===== src/hw/rtl/vtb_pkg.sv =====
// Shared types and constants for the virtual timer bank.
// No dependencies; used by every module under hw/rtl.
`timescale 1ns / 1ps
`default_nettype none

package vtb_pkg;

   localparam int unsigned CNT_W   = 16;
   localparam int unsigned PHASE_W = 4;
   localparam int unsigned SEL_W   = 2;
   localparam int unsigned CMD_W   = 2;

   // Phase steps 0..9 and wraps
   localparam logic [PHASE_W-1:0] PHASE_LAST = 4'd9;

   typedef enum logic [CMD_W-1:0] {
      CMD_TICK   = 2'd0,
      CMD_START  = 2'd1,
      CMD_STOP   = 2'd2,
      CMD_STATUS = 2'd3
   } cmd_type;

   typedef enum logic {
      ST_IDLE,
      ST_EXEC
   } state_type;

   // One entry of the timer store
   typedef struct packed {
      logic             one_shot;
      logic [CNT_W-1:0] reload;
      logic [CNT_W-1:0] count;
   } timer_word_type;

   // Access request from the sequencer to the timer store
   typedef struct packed {
      logic               rd_en;
      logic [PHASE_W-1:0] rd_addr;
      logic               wr_en;
      logic [PHASE_W-1:0] wr_addr;
      timer_word_type     wr_data;
   } ram_req_type;

endpackage

`default_nettype wire


===== src/hw/rtl/virtual_timer_bank_top.sv =====
// Top level of the virtual timer bank: sequencer plus timer store.
// Depends on vtb_pkg, vtb_seq and vtb_timer_ram.
`timescale 1ns / 1ps
`default_nettype none

// A request accepted while idle reads its entry into the store's read register;
//   the execute state then registers its result on the rsp_ ports, marked by rsp_valid.
// A new request is taken only while idle; busy is high for the cycle in which
//   the timer store read returns and the entry is modified and written back.
// Reset (synchronous, active high) clears the phase, all running bits and all
//   expiry flags; the store holds count, reload and mode only once a timer starts.
module virtual_timer_bank_top #(
   parameter int unsigned NUM_TIMERS = 4
) (
   input  wire                        clock,
   input  wire                        reset,
   input  wire                        start,
   output logic                       busy,
   input  wire  [vtb_pkg::CMD_W-1:0]  req_command,
   input  wire  [vtb_pkg::SEL_W-1:0]  req_timer_select,
   input  wire  [vtb_pkg::CNT_W-1:0]  req_reload_value,
   input  wire                        req_one_shot,
   output logic                       rsp_valid,
   output logic                       rsp_fired,
   output logic [vtb_pkg::SEL_W-1:0]  rsp_fired_timer,
   output logic                       rsp_running_status,
   output logic [vtb_pkg::CNT_W-1:0]  rsp_count_status,
   output logic                       rsp_flag_status
);

   // Store access from the sequencer, and the registered read data back
   vtb_pkg::ram_req_type    ram_req;
   vtb_pkg::timer_word_type ram_rd_data;

   // Sequence each request: advance the phase on a tick, read the entry,
   // then modify and write it back where the command changes it, while the result registers load
   vtb_seq #(
      .NUM_TIMERS (NUM_TIMERS)
   ) u_seq (
      .clock              (clock),
      .reset              (reset),
      .start              (start),
      .busy               (busy),
      .req_command        (req_command),
      .req_timer_select   (req_timer_select),
      .req_reload_value   (req_reload_value),
      .req_one_shot       (req_one_shot),
      .rsp_valid          (rsp_valid),
      .rsp_fired          (rsp_fired),
      .rsp_fired_timer    (rsp_fired_timer),
      .rsp_running_status (rsp_running_status),
      .rsp_count_status   (rsp_count_status),
      .rsp_flag_status    (rsp_flag_status),
      .ram_req            (ram_req),
      .ram_rd_data        (ram_rd_data)
   );

   // Hold count, reload and mode of every timer
   vtb_timer_ram #(
      .NUM_TIMERS (NUM_TIMERS)
   ) u_timer_ram (
      .clock   (clock),
      .ram_req (ram_req),
      .rd_data (ram_rd_data)
   );

endmodule

`default_nettype wire


===== src/hw/rtl/vtb_timer_ram.sv =====
// Timer store: count, reload and mode of each timer in one synchronous memory.
// Depends on vtb_pkg for the entry and request types.
`timescale 1ns / 1ps
`default_nettype none

module vtb_timer_ram #(
   parameter int unsigned NUM_TIMERS = 4
) (
   input  wire                     clock,
   input  vtb_pkg::ram_req_type    ram_req,
   output vtb_pkg::timer_word_type rd_data
);

   localparam int unsigned IDX_W = (NUM_TIMERS > 1) ? $clog2(NUM_TIMERS) : 1;

   vtb_pkg::timer_word_type mem [NUM_TIMERS];
   vtb_pkg::timer_word_type rd_data_ff;

   always_ff @(posedge clock) begin
      if (ram_req.wr_en) begin
         mem[ram_req.wr_addr[IDX_W-1:0]] <= ram_req.wr_data;
      end
      if (ram_req.rd_en) begin
         rd_data_ff <= mem[ram_req.rd_addr[IDX_W-1:0]];
      end
   end

   assign rd_data = rd_data_ff;

endmodule

`default_nettype wire


===== src/hw/rtl/vtb_seq.sv =====
// Request sequencer: phase counter, running and flag bits, read-modify-write
// of the timer store and the result register. Depends on vtb_pkg.
`timescale 1ns / 1ps
`default_nettype none

module vtb_seq #(
   parameter int unsigned NUM_TIMERS = 4
) (
   input  wire                                 clock,
   input  wire                                 reset,
   input  wire                                 start,
   output logic                                busy,
   input  wire  [vtb_pkg::CMD_W-1:0]           req_command,
   input  wire  [vtb_pkg::SEL_W-1:0]           req_timer_select,
   input  wire  [vtb_pkg::CNT_W-1:0]           req_reload_value,
   input  wire                                 req_one_shot,
   output logic                                rsp_valid,
   output logic                                rsp_fired,
   output logic [vtb_pkg::SEL_W-1:0]           rsp_fired_timer,
   output logic                                rsp_running_status,
   output logic [vtb_pkg::CNT_W-1:0]           rsp_count_status,
   output logic                                rsp_flag_status,
   output vtb_pkg::ram_req_type                ram_req,
   input  vtb_pkg::timer_word_type             ram_rd_data
);

   localparam int unsigned IDX_W = (NUM_TIMERS > 1) ? $clog2(NUM_TIMERS) : 1;
   localparam logic [vtb_pkg::PHASE_W-1:0] NUM_T = vtb_pkg::PHASE_W'(NUM_TIMERS);

   vtb_pkg::state_type             state_ff, state_in;
   logic [vtb_pkg::PHASE_W-1:0]    phase_ff, phase_in;
   logic [NUM_TIMERS-1:0]          running_ff, running_in;
   logic [NUM_TIMERS-1:0]          flag_ff, flag_in;

   vtb_pkg::cmd_type               cmd_ff;
   logic [vtb_pkg::PHASE_W-1:0]    tgt_ff;
   logic                           hit_ff;
   logic [vtb_pkg::CNT_W-1:0]      rel_ff;
   logic                           os_ff;

   logic                           rsp_valid_ff, rsp_valid_in;
   logic                           rsp_fired_ff, rsp_fired_in;
   logic [vtb_pkg::SEL_W-1:0]      rsp_fired_timer_ff, rsp_fired_timer_in;
   logic                           rsp_running_ff, rsp_running_in;
   logic [vtb_pkg::CNT_W-1:0]      rsp_count_ff, rsp_count_in;
   logic                           rsp_flag_ff, rsp_flag_in;

   vtb_pkg::cmd_type               req_cmd;
   logic                           accept;
   logic [vtb_pkg::PHASE_W-1:0]    phase_adv;
   logic [vtb_pkg::PHASE_W-1:0]    tgt_new;
   logic                           hit_new;
   logic [IDX_W-1:0]               idx;
   logic [vtb_pkg::CNT_W-1:0]      base_cnt;
   logic [vtb_pkg::CNT_W-1:0]      dec_cnt;
   logic                           expire;

   assign req_cmd   = vtb_pkg::cmd_type'(req_command);
   assign accept    = start && (state_ff == vtb_pkg::ST_IDLE);
   assign busy      = (state_ff == vtb_pkg::ST_EXEC);
   assign phase_adv = (phase_ff == vtb_pkg::PHASE_LAST) ? '0 : phase_ff + 1'b1;
   assign tgt_new   = (req_cmd == vtb_pkg::CMD_TICK) ? phase_adv
                      : {{(vtb_pkg::PHASE_W - vtb_pkg::SEL_W){1'b0}}, req_timer_select};
   assign hit_new   = (tgt_new < NUM_T);

   assign idx       = tgt_ff[IDX_W-1:0];
   // A zero count takes the reload value before the decrement
   assign base_cnt  = (ram_rd_data.count == '0) ? ram_rd_data.reload : ram_rd_data.count;
   assign dec_cnt   = base_cnt - 1'b1;
   assign expire    = (dec_cnt == '0);

   always_comb begin
      state_in           = state_ff;
      phase_in           = phase_ff;
      running_in         = running_ff;
      flag_in            = flag_ff;
      rsp_valid_in       = 1'b0;
      rsp_fired_in       = 1'b0;
      rsp_fired_timer_in = '0;
      rsp_running_in     = 1'b0;
      rsp_count_in       = '0;
      rsp_flag_in        = 1'b0;
      ram_req            = '0;
      ram_req.rd_addr    = tgt_new;
      ram_req.wr_addr    = tgt_ff;
      ram_req.wr_data    = ram_rd_data;

      unique case (state_ff)
         vtb_pkg::ST_IDLE: begin
            if (accept) begin
               state_in      = vtb_pkg::ST_EXEC;
               ram_req.rd_en = hit_new;
               if (req_cmd == vtb_pkg::CMD_TICK) begin
                  phase_in = phase_adv;
               end
            end
         end
         vtb_pkg::ST_EXEC: begin
            state_in     = vtb_pkg::ST_IDLE;
            rsp_valid_in = 1'b1;
            unique case (cmd_ff)
               vtb_pkg::CMD_TICK: begin
                  if (hit_ff && running_ff[idx]) begin
                     ram_req.wr_en         = 1'b1;
                     ram_req.wr_data.count = dec_cnt;
                     if (expire) begin
                        flag_in[idx]       = 1'b1;
                        rsp_fired_in       = 1'b1;
                        rsp_fired_timer_in = tgt_ff[vtb_pkg::SEL_W-1:0];
                        if (ram_rd_data.one_shot) begin
                           running_in[idx] = 1'b0;
                        end else begin
                           ram_req.wr_data.count = ram_rd_data.reload;
                        end
                     end
                  end
               end
               vtb_pkg::CMD_START: begin
                  if (hit_ff) begin
                     ram_req.wr_en            = 1'b1;
                     ram_req.wr_data.one_shot = os_ff;
                     ram_req.wr_data.reload   = rel_ff;
                     ram_req.wr_data.count    = rel_ff;
                     running_in[idx]          = 1'b1;
                     flag_in[idx]             = 1'b0;
                  end
               end
               vtb_pkg::CMD_STOP: begin
                  if (hit_ff) begin
                     running_in[idx] = 1'b0;
                  end
               end
               vtb_pkg::CMD_STATUS: begin
                  if (hit_ff) begin
                     rsp_running_in = running_ff[idx];
                     rsp_count_in   = ram_rd_data.count;
                     rsp_flag_in    = flag_ff[idx];
                     flag_in[idx]   = 1'b0;
                  end
               end
               default: begin
               end
            endcase
         end
         default: begin
            state_in = vtb_pkg::ST_IDLE;
         end
      endcase
   end

   always_ff @(posedge clock) begin
      if (reset) begin
         state_ff     <= vtb_pkg::ST_IDLE;
         phase_ff     <= '0;
         running_ff   <= '0;
         flag_ff      <= '0;
         rsp_valid_ff <= 1'b0;
      end else begin
         state_ff     <= state_in;
         phase_ff     <= phase_in;
         running_ff   <= running_in;
         flag_ff      <= flag_in;
         rsp_valid_ff <= rsp_valid_in;
      end
   end

   // Request payload and result fields
   always_ff @(posedge clock) begin
      if (accept) begin
         cmd_ff <= req_cmd;
         tgt_ff <= tgt_new;
         hit_ff <= hit_new;
         rel_ff <= req_reload_value;
         os_ff  <= req_one_shot;
      end
      rsp_fired_ff       <= rsp_fired_in;
      rsp_fired_timer_ff <= rsp_fired_timer_in;
      rsp_running_ff     <= rsp_running_in;
      rsp_count_ff       <= rsp_count_in;
      rsp_flag_ff        <= rsp_flag_in;
   end

   assign rsp_valid          = rsp_valid_ff;
   assign rsp_fired          = rsp_fired_ff;
   assign rsp_fired_timer    = rsp_fired_timer_ff;
   assign rsp_running_status = rsp_running_ff;
   assign rsp_count_status   = rsp_count_ff;
   assign rsp_flag_status    = rsp_flag_ff;

`ifndef SYNTH
   a_rsp_after_exec: assert property (@(posedge clock) disable iff (reset)
      rsp_valid_ff |-> $past(state_ff == vtb_pkg::ST_EXEC))
      else $error("response strobe without an executed request");

   a_accept_to_exec: assert property (@(posedge clock) disable iff (reset)
      (start && !busy) |=> (state_ff == vtb_pkg::ST_EXEC))
      else $error("accepted request did not enter execution");

   a_phase_range: assert property (@(posedge clock) disable iff (reset)
      phase_ff <= vtb_pkg::PHASE_LAST)
      else $error("phase counter out of range");

   a_fired_no_status: assert property (@(posedge clock) disable iff (reset)
      rsp_fired_ff |-> (!rsp_flag_ff && !rsp_running_ff && (rsp_count_ff == '0)))
      else $error("fired result carries status fields");
`endif

endmodule

`default_nettype wire

===== config.mk =====
export PLATFORM = sky130hd
export DESIGN_NAME = virtual_timer_bank_top
export DESIGN_NICKNAME = d
export VERILOG_FILES = /design/src/hw/rtl/vtb_pkg.sv /design/src/hw/rtl/virtual_timer_bank_top.sv /design/src/hw/rtl/vtb_timer_ram.sv /design/src/hw/rtl/vtb_seq.sv
export SDC_FILE = /design/constraint.sdc
export NUM_CORES = 1
export LEC_CHECK = 0
export BUFFER_PORTS_ARGS = -buffer_cell sky130_fd_sc_hd__buf_2
export CORE_ASPECT_RATIO = 1.5
export CORE_MARGIN = 2
export CORE_UTILIZATION = 45
export DETAILED_ROUTE_END_ITERATION = 7
export GPL_TIMING_DRIVEN = 0
export SYNTH_ARGS = -nofsm -noshare
export SYNTH_HDL_FRONTEND = slang
export SYNTH_SLANG_ARGS = --single-unit

===== constraint.sdc =====
create_clock -name clock -period 3.9 [get_ports clock]
set_clock_uncertainty 0.1 [all_clocks]
set_input_delay 0.39 -clock clock [delete_from_list [all_inputs] [get_ports clock]]
set_output_delay 0.39 -clock clock [all_outputs]
set_load 0.01 [all_outputs]

**After elaboration in Yosys (flattened, before gate mapping)**

Memory sizes are Yosys's and may differ from the RTL's. A register that Yosys moved wholly into a read port is not among the register bits.
Cells that the tools add are included.

- Add/sub/neg operators: 2
- Order comparisons: 3
- Equality and inequality tests: 10
- Multiplexer cells: 38
- Bitwise operators: 6
- Reductions and logical operators: 16

Operators with widths:

| operator | count |
|---|---|
| 33-bit 2-to-1 mux | 2 |
| 16-bit 2-to-1 mux | 4 |
| 4-bit 2-to-1 mux | 10 |
| 16-bit logical NOT | 2 |
| 16-bit one-hot mux with 2 select lines | 1 |
| 17-bit 2-to-1 mux | 1 |
| 16-bit by 1-bit subtractor with 16-bit output (second input constant) | 1 |
| 1-bit 2-to-1 mux | 13 |
| 2-bit by 1-bit != test with 1-bit output (second input constant) | 6 |
| 4-bit one-hot mux with 3 select lines | 1 |
| 3-bit AND reduction | 3 |
| 4-bit bitwise AND | 2 |
| 4-bit OR | 2 |
| 4-bit one-hot mux with 2 select lines | 1 |
| 7-bit AND reduction | 1 |
| 5-bit AND reduction | 1 |
| 4-bit by 1-bit adder with 4-bit output (second input constant) | 1 |
| 1-bit binary-select mux with 2-bit select | 2 |
| 2-bit equality test (second input constant) | 2 |
| 4-bit equality test (second input constant) | 1 |
| 2-bit logical NOT | 2 |
| 4-bit by 3-bit < comparator with 1-bit output (second input constant) | 1 |
| 4-bit inverter | 1 |
| 1-bit one-hot mux with 2 select lines | 2 |
| 10 further kinds | 12 |

- Register bits: 57
- Memory bits (writable): 132
- Input port bits: 24
- Output and inout bits: 23
- Word-level logic and storage cells: 91
- Memories kept: 1

Memory list:

| name | words | width | read ports | clocked after memory_dff | wr ports | RTL line | RTL |
|---|---|---|---|---|---|---|---|
| u_timer_ram.mem | 4 | 33 | 1 | 1 | 1 | vtb_timer_ram.sv:16 | `vtb_pkg::timer_word_type mem [NUM_TIMERS];` |

**Depth between registers and ports, before layout**

Gate-level depths: netlist of run 1.

- Word-level depth: 10
- Mapped depth: 16
- Gate-level depth less buffers: 13

**Cells and area by module**

A second synthesis of run 1 with hierarchy kept.

- Cells, all modules: 678
- Area, all modules: 9623.0 um^2

By module, submodules not included:

| module | times used | cells an instance | area each (um^2) | sequential area each (um^2) |
|---|---|---|---|---|
| vtb_timer_ram | 1 | 210 | 5830.6 | 4954.8 |
| vtb_seq | 1 | 468 | 3792.4 | 1421.4 |

**Least setup slack after synthesis of run 1**

OpenSTA, ideal clock, no wires.

- Path type: register to register
- Start: register u_seq.tgt_ff[0] in the netlist's numbering
- End: memory u_timer_ram.mem[0][0] in the netlist's numbering (enable)
- Setup time: 464 ps
- Data arrival time: 3697 ps
- Data required time: 3336 ps
- Setup slack: -361 ps
- Stages on the path, launching flop included: 6
- Path buffers: 2
- Period minus slack after synthesis: 4261 ps
- Cell sequence: edfxtp_1 > clkbuf_1 > mux4_2 > o211ai_1 > clkbuf_1 > nor3_1

- Longest elaborated chain between the ends: 8

Ends and longest elaborated chain:

| what | RTL line | RTL |
|---|---|---|
| start, declared | vtb_seq.sv:36 | `logic [vtb_pkg::PHASE_W-1:0] tgt_ff;` |
| start signal, assigned | vtb_seq.sv:171 | `tgt_ff <= tgt_new;` |
| 1-bit binary-select mux with 2-bit select | vtb_seq.sv:103 | `if (hit_ff && running_ff[idx]) begin` |
| 1-bit 2-to-1 mux (not written as such) | vtb_seq.sv:103 |  |
| 1-bit logical AND | vtb_seq.sv:103 |  |
| 1-bit 2-to-1 mux | vtb_seq.sv:103 |  |
| 1-bit one-hot mux with 2 select lines | vtb_seq.sv:101 | `unique case (cmd_ff)` |
| 1-bit 2-to-1 mux | vtb_seq.sv:88 | `unique case (state_ff)` |
| 1-bit 2-to-1 mux | vtb_timer_ram.sv:20 | `if (ram_req.wr_en) begin` |
| 1-bit 2-to-1 mux (not written as such) | vtb_timer_ram.sv:21 | `mem[ram_req.wr_addr[IDX_W-1:0]] <= ram_req.wr_data;` |
| end, declared | vtb_timer_ram.sv:16 |  |

Parallel ways exist; a longest one is shown, timed or not. The select of a mux whose other input is x is not followed.

==> impl_summary.md, run 1 <==
Outcome
The flow ran to the end, and the final reports show no timing, DRC or antenna violations.

Power
The reported leakage power is 0.003952 uW. For this design the ratio of total power to cell area is 464.5 nW/um2. Cell internal power was estimated by the tool at 4122 uW. Power comes to 5328 uW. Of the total power, registers draw 0.510. The combinational power share is 0.083. The switching power is 1205 uW.

Of the total power, the share spent switching nets is 0.2262. VDD sags by at most 357.2 uV. The share of total power dissipated in the clock network is 0.406.

STA
The setup TNS after final layout is 0 ns. Setup repair after global routing could not meet its margin everywhere. Setup violations remaining at the end of the flow were counted as 0. The max-slew violation total from the final report is 0. The clock period minus worst slack is 3.845 ns. Headroom to the max-slew limit came out at 0.1933. Of the available clock period, the critical path in the final layout requires 0.9859. For this run, the top clock speed supported by timing is 260.1 MHz.

The number of hold-slack violations in the final timing report is 0. The slew at the pin with the worst max-slew slack is 1.202 ns.

Floorplanning
The count of standard-cell rows is 64. The die covers 21610 um2. The count of boundary I/O pins is 47.

The standard cell core area is 20260 um2. The chip height is 179.0 um. The initial utilization of the core area, before any placement, comes to 0.4537. From left edge to right edge, the die measures 120.7 um.

Place
The quantity of I/O buffers inserted on ports is 46. Including well taps, the total number of placed cells is 944. The final estimated routing congestion in global placement is 0.9130. Once detailed placement completed, the half-perimeter wirelength came to 16070 um.

Logic synthesis
The count of distinct cell types in the synthesized netlist is 54. By area the synthesized netlist is led by sky130_fd_sc_hd__edfxtp_1, sky130_fd_sc_hd__mux4_2, sky130_fd_sc_hd__dfxtp_1. The share of synthesized area in the top cell type comes to 0.6109. The number of nets in the synthesized netlist is 653.

After synthesis, the mean cell area works out to 14.66 um2. After synthesis the cells add up to 9191 um2. For this run, the number of Yosys warnings is 0. The share of the Yosys chip area taken by registers is 0.6872. Counting flops with a built-in enable in the synthesized netlist gives 187. Counting flops and latches in the post-synthesis netlist gives 222.

The cell count after synthesis is 627. The async set-or-reset flop fraction in the synthesized netlist is 0. The dominant register cell in the synthesized netlist is sky130_fd_sc_hd__edfxtp_1. The biggest area contributor in the post-synthesis netlist is sky130_fd_sc_hd__edfxtp_1.

CTS
The TritonCTS clock tree is built. The number of levels in the clock H-tree is 1. In this run the clock root is driven by a sky130_fd_sc_hd__clkbuf_16. Clock-pin slew was measured on the worst setup and hold paths at 0.07 ns. The worst-skew pair later-pin latency is 0.50 ns. The clock net in this run drives a total of 222 sinks. The maximum buffer depth of the clock tree is 3. The number of buffers added by the clock tree synthesis step is 22.

Layout
The final net count is 782. From synthesis to final layout, the design area changed by 24.79%. 0 antenna diodes ended up in the layout.

The ratio of cells with drive above 1 in the final layout is 0.2772. The count of cells in the finished layout, fillers not included, comes to 1036. In the layout the commonest cells are sky130_fd_sc_hd__edfxtp_1, sky130_fd_sc_hd__nand2_1, sky130_fd_sc_hd__buf_2. The most frequent standard cell in the layout excluding fill and tap cells is sky130_fd_sc_hd__edfxtp_1.

Hold path
The tightest min-delay check is of the in -> reg type.

Detailed routing
Dividing the detail-routed via count by the number of cells gives 5.786. In this run the remaining antenna-violating nets after routing total 0. The average detailed-routed wire length per instance is 23.05 um.

The final layout contains routed wiring with a total length of 23880 um. For this run, design rule violations remaining after detail routing come to 0. The first detailed-routing pass took 5 iterations. The first-iteration detailed-routing DRC count is 501. The number of vias after detailed routing is 5994.

Flow run
Max-cap violations in this run came to 0.

Setup path
At the worst endpoint, the required time is 4.17 ns. The critical path startpoint category is a flop. Of all nets on the critical path, the largest fanout is 6. The worst setup path is captured at a flop. The arrival time of the worst setup path is 4.12 ns.

The setup path with the least slack is of type reg -> reg.

Global route
The via count of the first global-routing pass is 6076. After global routing the overflow that remains totals 0. Entering global routing, the biggest net connects 26 pins. The global-route wire length before repair is 36130 um. The number of antenna violations at the first check in global routing was 0. Across every metal layer, demand over resource in global routing totals 0.2251.
[through the flow]
stage / util / setup WS, ns / hold slack, ns / area, um2
2_1_floorplan: - / 0.2245 / 0.3411 / 9196
3_3_place_gp: 0.4816 / -1.400 / 0.3504 / 9757
3_5_place_dp: 0.4918 / -1.321 / 0.3820 / 9963
4_1_cts: 0.5570 / -0.07622 / 0.004677 / 11280
5_1_grt: 0.5661 / -0.08198 / 0.007886 / 11470
6_report: 0.5661 / 0.05515 / 0.01919 / 11470
[power groups by stage]
| stage | logic [uW] | registers, uW | clock network (uW) |
|---|---|---|---|
| 2_1_floorplan | 237 | 2750 | 0 |
| 5_1_grt | 482 | 2720 | 2300 |
| 6_report | 444 | 2720 | 2170 |
| 4_1_cts | 423 | 2710 | 2210 |
| 3_3_place_gp | 331 | 2780 | 0 |
| 3_5_place_dp | 356 | 2780 | 0 |
[layout make-up]
class	instances	area, um2
tap	264	330.3
sequential	222	6316
fill	1646	8790
clock inverter	15	162.7
clock buffer	25	583.1
buffer	22	110.1
inverter	11	41.29
timing repair buffer	106	867.1
multi-input combinational	371	3059
[cell usage after synthesis (all sizes together), types with 9 or more instances]
| library cell | instances |
|---|---|
| edfxtp | 187 |
| nand2 | 86 |
| o21ai | 23 |
| nor3 | 10 |
| inv | 11 |
| xnor2 | 9 |
| a22oi | 11 |
| a21oi | 35 |
| and2 | 16 |
| dfxtp | 35 |
| nor4 | 11 |
| mux4 | 35 |
| clkbuf | 19 |
| nor2 | 36 |
| nand3 | 12 |
[per-layer routing]
layer / global-route usage / part of all wire / vias up
met2: 0.3967 / 0.52 / 210
met4: 0.09835 / 0.044 / 0
met3: 0.03022 / 0.047 / 60
met5: 0 / 0 / -
li1: - / - / 2693
met1: 0.2764 / 0.39 / 3031
[cell families after synthesis]
kind of cell             synth area share
AND/OR/NAND/NOR                    0.1055
adder cells (fa/ha/maj)          0.002722
XOR/XNOR                          0.01334
flip-flops                         0.6872
AO/OA/AOI/OAI                     0.08318
multiplexers                      0.09230
buffers and inverters             0.01579
[critical path, cell delays in order, from the launching register on]
cell	delay, ns
sky130_fd_sc_hd__edfxtp_1	0.46
sky130_fd_sc_hd__or4_4	0.59
sky130_fd_sc_hd__nor2_4	0.17
sky130_fd_sc_hd__buf_6	0.15
sky130_fd_sc_hd__a21oi_4	0.07
sky130_fd_sc_hd__ha_4	0.19
sky130_fd_sc_hd__buf_6	0.13
sky130_fd_sc_hd__xnor2_4	0.13
sky130_fd_sc_hd__a2111oi_4	0.42
sky130_fd_sc_hd__nand4_2	0.25
sky130_fd_sc_hd__nor4_4	0.24
sky130_fd_sc_hd__buf_6	0.21
sky130_fd_sc_hd__buf_6	0.12
sky130_fd_sc_hd__a221oi_2	0.05
sky130_fd_sc_hd__o31ai_2	0.26
sky130_fd_sc_hd__buf_4	0.17
[final timing paths]
path	start	endpoint	slack, ns	cells past startpoint
worst max-delay path	u_timer_ram.rd_data[1]	u_timer_ram.mem[1][7]	0.06	15
worst min-delay path	req_command[0]	u_seq.cmd_ff[0]	0.02	1
worst max register to register	u_timer_ram.rd_data[1]	u_timer_ram.mem[1][7]	0.06	15
worst min register to register	flop	flop	0.40	1
[sequential cells by signal, indices dropped and copies added, names as in the netlist, named ones only]
name and cells:
u_seq.busy 1, u_seq.cmd_ff 2, u_seq.hit_ff 1, u_seq.os_ff 1, u_seq.phase_ff 4, u_seq.rel_ff 16
u_seq.rsp_count_status 16, u_seq.rsp_fired 1, u_seq.rsp_fired_timer 2, u_seq.rsp_flag_status 1, u_seq.rsp_running_status 1, u_seq.rsp_valid 1
u_seq.tgt_ff 2, u_timer_ram.mem 132, u_timer_ram.rd_data 33
[what timing repair did]
| item | CTS | global route |
|---|---|---|
| pin swaps | 17 | 16 |
| gates resized for setup | 38 | 25 |
| gates cloned | 1 | 0 |
| endpoints found under the setup margin | 130 | 64 |
| endpoints found under the hold margin | 17 | 0 |
| setup buffers | 29 | 6 |
| hold buffers | 17 | 0 |
(Power assumes the default switching activity.)
==> run 2, diff against run 1 <==
CORE_ASPECT_RATIO = 0.5   (was 1.5)
CTS_BUF_LIST = sky130_fd_sc_hd__clkbuf_8   (was default)
SKIP_LAST_GASP = 1   (was default)
==> impl_summary.md, run 2 (synthesized netlist as in run 1, its figures left out) <==
Setup path
The required arrival time at the worst endpoint is 4.24 ns (+0.07 ns). The worst setup path is captured at a flop. The top fanout value on the critical path is 4 (-2).

STA classifies the critical path startpoint as a flop. The worst setup path is of the reg -> reg kind. The arrival time of the worst setup path is 4.21 ns (+0.09 ns).

Power
The largest vdd supply drop was 167.7 uV (-53%). The switching power is 1186 uW (-1.6%). The power per cell area is 429.3 nW/um2 (-7.6%). The fraction of power spent switching nets is 0.2453 (+0.01904). The combinational power share is 0.091 (+0.008). The fraction of power consumed by sequential logic came to 0.564 (+0.054).

The reported leakage power is 0.003935 uW (-0.41%). The internal power is 3648 uW (-12%). The relative contribution of the clock network to total power came to 0.345 (-0.061).

CTS
The clock sink count is 222 (unchanged). TritonCTS built the clock tree. The number of levels in the clock H-tree is 1 (unchanged). The number of buffers added by the clock tree synthesis step is 31 (+41%). The maximum buffer depth of the clock tree came to 3 (unchanged). The worst-skew pair later-pin latency is 0.58 ns (+0.08 ns). The clock root buffer master is sky130_fd_sc_hd__clkbuf_8. The clock-pin slew reported for the worst setup and hold paths after clock tree synthesis is 0.07 ns (about the same).

Place
The quantity of I/O buffers inserted on ports is 46 (unchanged). The placed instance count is 946 (+0.21%). The HPWL reported at the end of detailed placement is 15800 um (-1.7%). The post-place setup slack is -1.078 ns (+0.2429 ns). The final estimated routing congestion in global placement is 0.8602 (-5.8%).

STA
The slew at the pin with the worst max-slew slack is 1.224 ns (+0.02157 ns). The number of hold-slack violations in the final timing report was 0 (unchanged). The max-slew violation total from the final report is 0 (unchanged).

The achievable clock frequency is 258.9 MHz (-0.45%). The clock period minus worst slack is 3.862 ns (+0.01723 ns). The number of endpoints failing setup at the final stage is 0 (unchanged).

The smallest setup slack after layout is 0.03792 ns (-0.01723 ns). Setup repair after global routing could not meet its margin everywhere. The final worst-path cycle share is 0.9903 (+0.004417). The max-slew headroom at the worst pin was 0.1788 (-0.01447).

Detailed routing
The number of vias after detailed routing is 6178 (+3.1%). The average detailed-routed wire length per instance is 22.33 um (-3.1%). The post-detailed-route DRC marker count is 0 (unchanged). The first-iteration detailed-routing DRC count came to 710 (+42%). The total wire length was 23780 um (-0.41%).

The number of nets still failing antenna checks after routing was 0 (unchanged). The via density per instance is 5.801 (+0.26%). The detailed-router iteration count before antenna repair came to 5 (unchanged).

Floorplanning
The standard cell core area came to 19730 um2 (-2.6%). The count of standard-cell rows is 36 (-44%). The count of boundary I/O pins is 47 (unchanged). The initial standard-cell utilization of the core is 0.4659 (+0.01220).

The floorplan die area came to 21650 um2 (+0.21%). The horizontal die dimension was 206.1 um (+71%). The chip height is 105.1 um (-41%).

Global route
The via count of the first global-routing pass is 5840 (-3.9%). The number of antenna violations at the first check in global routing came to 0 (unchanged). The residual overflow from global routing is 0 (unchanged). The global-route wire length before repair is 35820 um (-0.84%). The largest net degree at the start of global routing is 26 (unchanged).

The total routing resource utilization after global routing came to 0.2240 (-0.001050).

Outcome
The flow ran to the end, and the final reports show no timing, DRC or antenna violations.

Layout
The final net count is 801 (+2.4%). The library cells used most frequently in the layout, excluding fill and tap cells, are sky130_fd_sc_hd__edfxtp_1, sky130_fd_sc_hd__nand2_1, sky130_fd_sc_hd__buf_2. The flip-flop count of the largest register, all copies and words added is 132 (unchanged).

Compared with the post-synthesis result, the final layout area differs by 22.49%. The ratio of cells with drive above 1 in the final layout is 0.2691 (-0.008116). The final cell count without fillers is 1065 (+2.8%). The most frequent standard cell in the layout excluding fill and tap cells is sky130_fd_sc_hd__edfxtp_1.

The number of antenna cells inserted came to 0 (unchanged).

Hold path
The worst min-delay path category is in -> reg.

Flow run
The max-cap violation count is 0 (unchanged).
==> run 2: final timing paths <==
check | slack [ns] | from | cells past startpoint | to
worst max-delay path | 0.04 | u_timer_ram.rd_data[14] | 13 | flop
worst min-delay path | 0.02 | start | 3 | u_seq.busy
worst max register to register | 0.04 | u_timer_ram.rd_data[14] | 13 | flop
worst min register to register | 0.37 | flop | 2 | flop
==> run 2: what timing repair did <==
action	CTS	global route
resized for setup	30	22
pin swaps	15	13
endpoints found under the hold margin	23	0
setup buffers	32	11
hold buffers	20	0
endpoints found under the setup margin	75	160
cloned	1	0
==> run 2: layout make-up <==
cell class,count,area [um2]
inverter,11,41.29
fill,1607,8471
timing repair buffer,117,928.4
clock inverter,26,132.6
clock buffer,31,426.7
tap,266,332.8
buffer,21,101.3
multi-input combinational,371,2979
sequential,222,6316
==> run 2: worst max-delay path, cell delays in order, from the launching register on <==
cell and delay [ns]:
sky130_fd_sc_hd__edfxtp_1 0.43, sky130_fd_sc_hd__buf_6 0.15, sky130_fd_sc_hd__nor4_4 0.35, sky130_fd_sc_hd__nand3_2 0.17, sky130_fd_sc_hd__buf_6 0.16, sky130_fd_sc_hd__o41a_1 0.40
sky130_fd_sc_hd__a31o_2 0.29, sky130_fd_sc_hd__a2111oi_4 0.44, sky130_fd_sc_hd__nand4_2 0.20, sky130_fd_sc_hd__buf_4 0.19, sky130_fd_sc_hd__buf_4 0.12, sky130_fd_sc_hd__nor4_1 0.32
sky130_fd_sc_hd__a21oi_1 0.23, sky130_fd_sc_hd__o2bb2ai_1 0.17
==> run 2: power groups by stage <==
stage | sequential [uW] | combinational (uW) | clock [uW]
3_5_place_dp | 2780 | 356 | 0
6_report | 2730 | 440 | 1670
3_3_place_gp | 2780 | 335 | 0
2_1_floorplan | 2750 | 237 | 0
4_1_cts | 2720 | 423 | 1710
5_1_grt | 2730 | 477 | 1810
==> run 2: metal layers <==
| metal | GRT usage | wire [um] |
|---|---|---|
| met3 | 0.06519 | 2471 |
| met1 | 0.3402 | 10790 |
| met4 | 0.05306 | 477 |
| met5 | 0 | 0 |
| met2 | 0.3154 | 10040 |
==> run 2: through the flow <==
step                      total power, uW  utilization  area (um2)  hold slack [ns]  TNS, ns
after global placement               3117       0.4947        9759           0.3558  -259.37
after global routing                 5013       0.5706       11260          0.02489  -0.3509
after CTS                            4852       0.5627       11100         0.001969        0
after floorplan                      2984            -        9196           0.3411        0
final                                4834       0.5706       11260          0.02248        0
after detailed placement             3135       0.5049        9961           0.3647   -58.94
==> run 3, diff against run 2 <==
PLACE_DENSITY = 0.72   (was default)
clock period = 3.8 ns   (was 3.9 ns; I/O delays follow)
==> impl_summary.md, run 3 (synthesized netlist as in run 1, its figures left out) <==
Setup path
The start point of the critical path is u_timer_ram.rd_data[0]. STA classifies the critical path startpoint as a flop. The setup path with the least slack is of type reg -> reg. The top fanout value on the critical path is 5 (+1). The required arrival time at the worst endpoint is 3.97 ns (-0.27 ns). The type of destination of the critical path is a flop.

The most repeated library cell on the critical path is sky130_fd_sc_hd__buf_6. The cell at the slowest stage of the critical path is sky130_fd_sc_hd__or4_4. Walking the worst path, the cells encountered are or4_4, nor2_4, buf_6, a21oi_4, ha_4, buf_6, xnor2_4, a2111oi_4, nand4_2, nor4_4, buf_6, buf_4, mux2i_1, o21ai_1.

The worst register-to-register path begins at u_timer_ram.rd_data[0]. The arrival time of the worst setup path was 3.94 ns (-0.27 ns). The maximum cell stage delay along the critical path came to 0.61 ns (+0.17 ns).

Layout
The final cell count without fillers is 1072 (+0.66%). Compared with the post-synthesis result, the final layout area differs by 25.39%. The flip-flop count of the largest register, all copies and words added is 132 (unchanged). Leaving out fill and tap cells, the most frequent cell in the layout is sky130_fd_sc_hd__edfxtp_1. The ratio of cells with drive above 1 in the final layout is 0.2990 (+0.02992). The library cells used most frequently in the layout, excluding fill and tap cells, are sky130_fd_sc_hd__edfxtp_1, sky130_fd_sc_hd__nand2_1, sky130_fd_sc_hd__buf_2. The final non-filler cell area came to 11520 um2 (+2.4%). The final net count is 807 (+0.75%). The number of antenna cells inserted is 0 (unchanged).

Detailed routing
The first-iteration detailed-routing DRC count is 581 (-18%). The post-detailed-route DRC marker count is 0 (unchanged). The total wire length came to 24030 um (+1.1%).

The via density per instance is 5.932 (+2.3%). The average detailed-routed wire length per instance is 22.42 um (+0.42%). The number of nets still failing antenna checks after routing came to 0 (unchanged). The number of vias after detailed routing is 6359 (+2.9%).

The detailed-router iteration count before antenna repair is 5 (unchanged).

Hold path
The worst min-delay path category is in -> reg. The worst hold path begins at start.

Floorplanning
The initial standard-cell utilization of the core is 0.4659 (unchanged). The standard cell core area is 19730 um2 (unchanged). The floorplan die area is 21650 um2 (unchanged). The count of boundary I/O pins is 47 (unchanged). The horizontal die dimension is 206.1 um (unchanged). The count of standard-cell rows was 36 (unchanged).

The chip height is 105.1 um (unchanged).

CTS
The clock sink count is 222 (unchanged). The maximum buffer depth of the clock tree is 3 (unchanged). The number of buffers added by the clock tree synthesis step is 31 (unchanged). The clock-pin slew reported for the worst setup and hold paths after clock tree synthesis is 0.06 ns (about the same). TritonCTS built the clock tree.

The clock root buffer master is sky130_fd_sc_hd__clkbuf_8. The number of levels in the clock H-tree is 1 (unchanged). The worst-skew pair later-pin latency came to 0.58 ns (about the same).

Power
The fraction of power spent switching nets is 0.2348 (-0.01051). The relative contribution of the clock network to total power was 0.377 (+0.032). The combinational power share is 0.092 (about the same). The fraction of power consumed by sequential logic is 0.531 (-0.033). The internal power is 4022 uW (+10%). The switching power is 1234 uW (+4.1%). The reported leakage power is 0.004036 uW (+2.6%). The power per cell area was 456.0 nW/um2 (+6.2%). The largest vdd supply drop is 246.3 uV (+47%).

STA
The final worst-path cycle share was 0.9937 (+0.003424). The achievable clock frequency is 264.8 MHz (+2.3%). The setup TNS after final layout came to 0 ns (unchanged). The clock period minus worst slack was 3.776 ns (-0.08601 ns). The max-slew violation total from the final report is 0 (unchanged). The smallest setup slack after layout is 0.02393 ns (-0.01399 ns). Setup repair after global routing could not meet its margin everywhere. The number of hold-slack violations in the final timing report is 0 (unchanged). The number of endpoints failing setup at the final stage was 0 (unchanged). The max-slew headroom at the worst pin is 0.2506 (+0.07180). The slew at the pin with the worst max-slew slack is 1.120 ns (-0.1036 ns).

Place
The placed instance count is 946 (unchanged). The quantity of I/O buffers inserted on ports is 46 (unchanged). The post-place setup slack is -1.235 ns (-0.1566 ns). The post-detailed-placement cell area is 9930 um2 (-0.31%). The HPWL reported at the end of detailed placement is 15390 um (-2.6%). The final estimated routing congestion in global placement is 0.8922 (+3.7%).

Flow run
The max-cap violation count came to 0 (unchanged).

Global route
The number of antenna violations at the first check in global routing came to 0 (unchanged). The global-route wire length before repair was 35780 um (-0.11%). The total routing resource utilization after global routing is 0.2230 (-0.001029).

The largest net degree at the start of global routing came to 26 (unchanged). The residual overflow from global routing was 0 (unchanged). The via count of the first global-routing pass is 6223 (+6.6%).

Outcome
The flow ran to the end, and the final reports show no timing, DRC or antenna violations.
## run 3: cell types whose count changed in the layout (fill, tap and decap cells not counted), sizes merged
| cell | change |
|---|---|
| bufinv | +2 |
| buf | +6 |
| clkinvlp | -1 |
| inv | -4 |
| clkbuf | +6 |
| clkinv | -2 |
## run 3: timing repair
item / in CTS / in global routing
hold endpoints to repair: 23 / 0
hold buffers: 20 / 0
buffers inserted: 36 / 11
pin swaps: 18 / 16
resized for setup: 40 / 26
endpoints found under the setup margin: 76 / 72
cloned: 1 / 0
## run 3: stage by stage
step	total power (uW)	util	hold slack (ns)
after floorplan	3062	-	0.3411
after global placement	3188	0.4947	0.3552
after detailed placement	3211	0.5033	0.3658
after CTS	5239	0.5719	0.05239
after global routing	5424	0.5842	0.08367
final	5256	0.5842	0.06946
## run 3: power groups by stage
| stage | sequential [uW] | clock [uW] | combinational (uW) |
|---|---|---|---|
| after floorplan | 2820 | 0 | 244 |
| final | 2790 | 1980 | 483 |
| after detailed placement | 2850 | 0 | 363 |
| after CTS | 2790 | 2010 | 441 |
| after global routing | 2790 | 2120 | 515 |
| after global placement | 2850 | 0 | 338 |
## run 3: area by class of cell
class,instances,area [um2]
fill,1530,8204
sequential,222,6316
multi-input combinational,371,3083
timing repair buffer,122,954.7
clock buffer,37,509.2
tap,266,332.8
clock inverter,21,171.4
buffer,22,116.4
inverter,11,41.29
## run 3: per-layer routing
layer  vias to the layer above  part of all wire  GRT usage
met2                       369              0.45     0.3413
met4                         0             0.034    0.06735
met5                         -                 0          0
li1                       2753                 -          -
met1                      3153              0.42     0.3180
met3                        84              0.10    0.05209
## run 3: final timing paths
path | to | slack, ns | cells after the start
max | u_timer_ram.mem[2][0] | 0.02 | 14
min | u_seq.busy | 0.07 | 3
max reg2reg | u_timer_ram.mem[2][0] | 0.02 | 14
min reg2reg | flop | 0.37 | 2
## run 3: worst max-delay path: cells and delay by family (launching register included)
family | cells | cell delay [ns]
fa+ha+maj | 1 | 0.19
simple gates | 4 | 1.15
xor+xnor | 1 | 0.15
compound gates | 3 | 0.62
mux | 1 | 0.19
flops | 1 | 0.46
buf+inv | 4 | 0.59
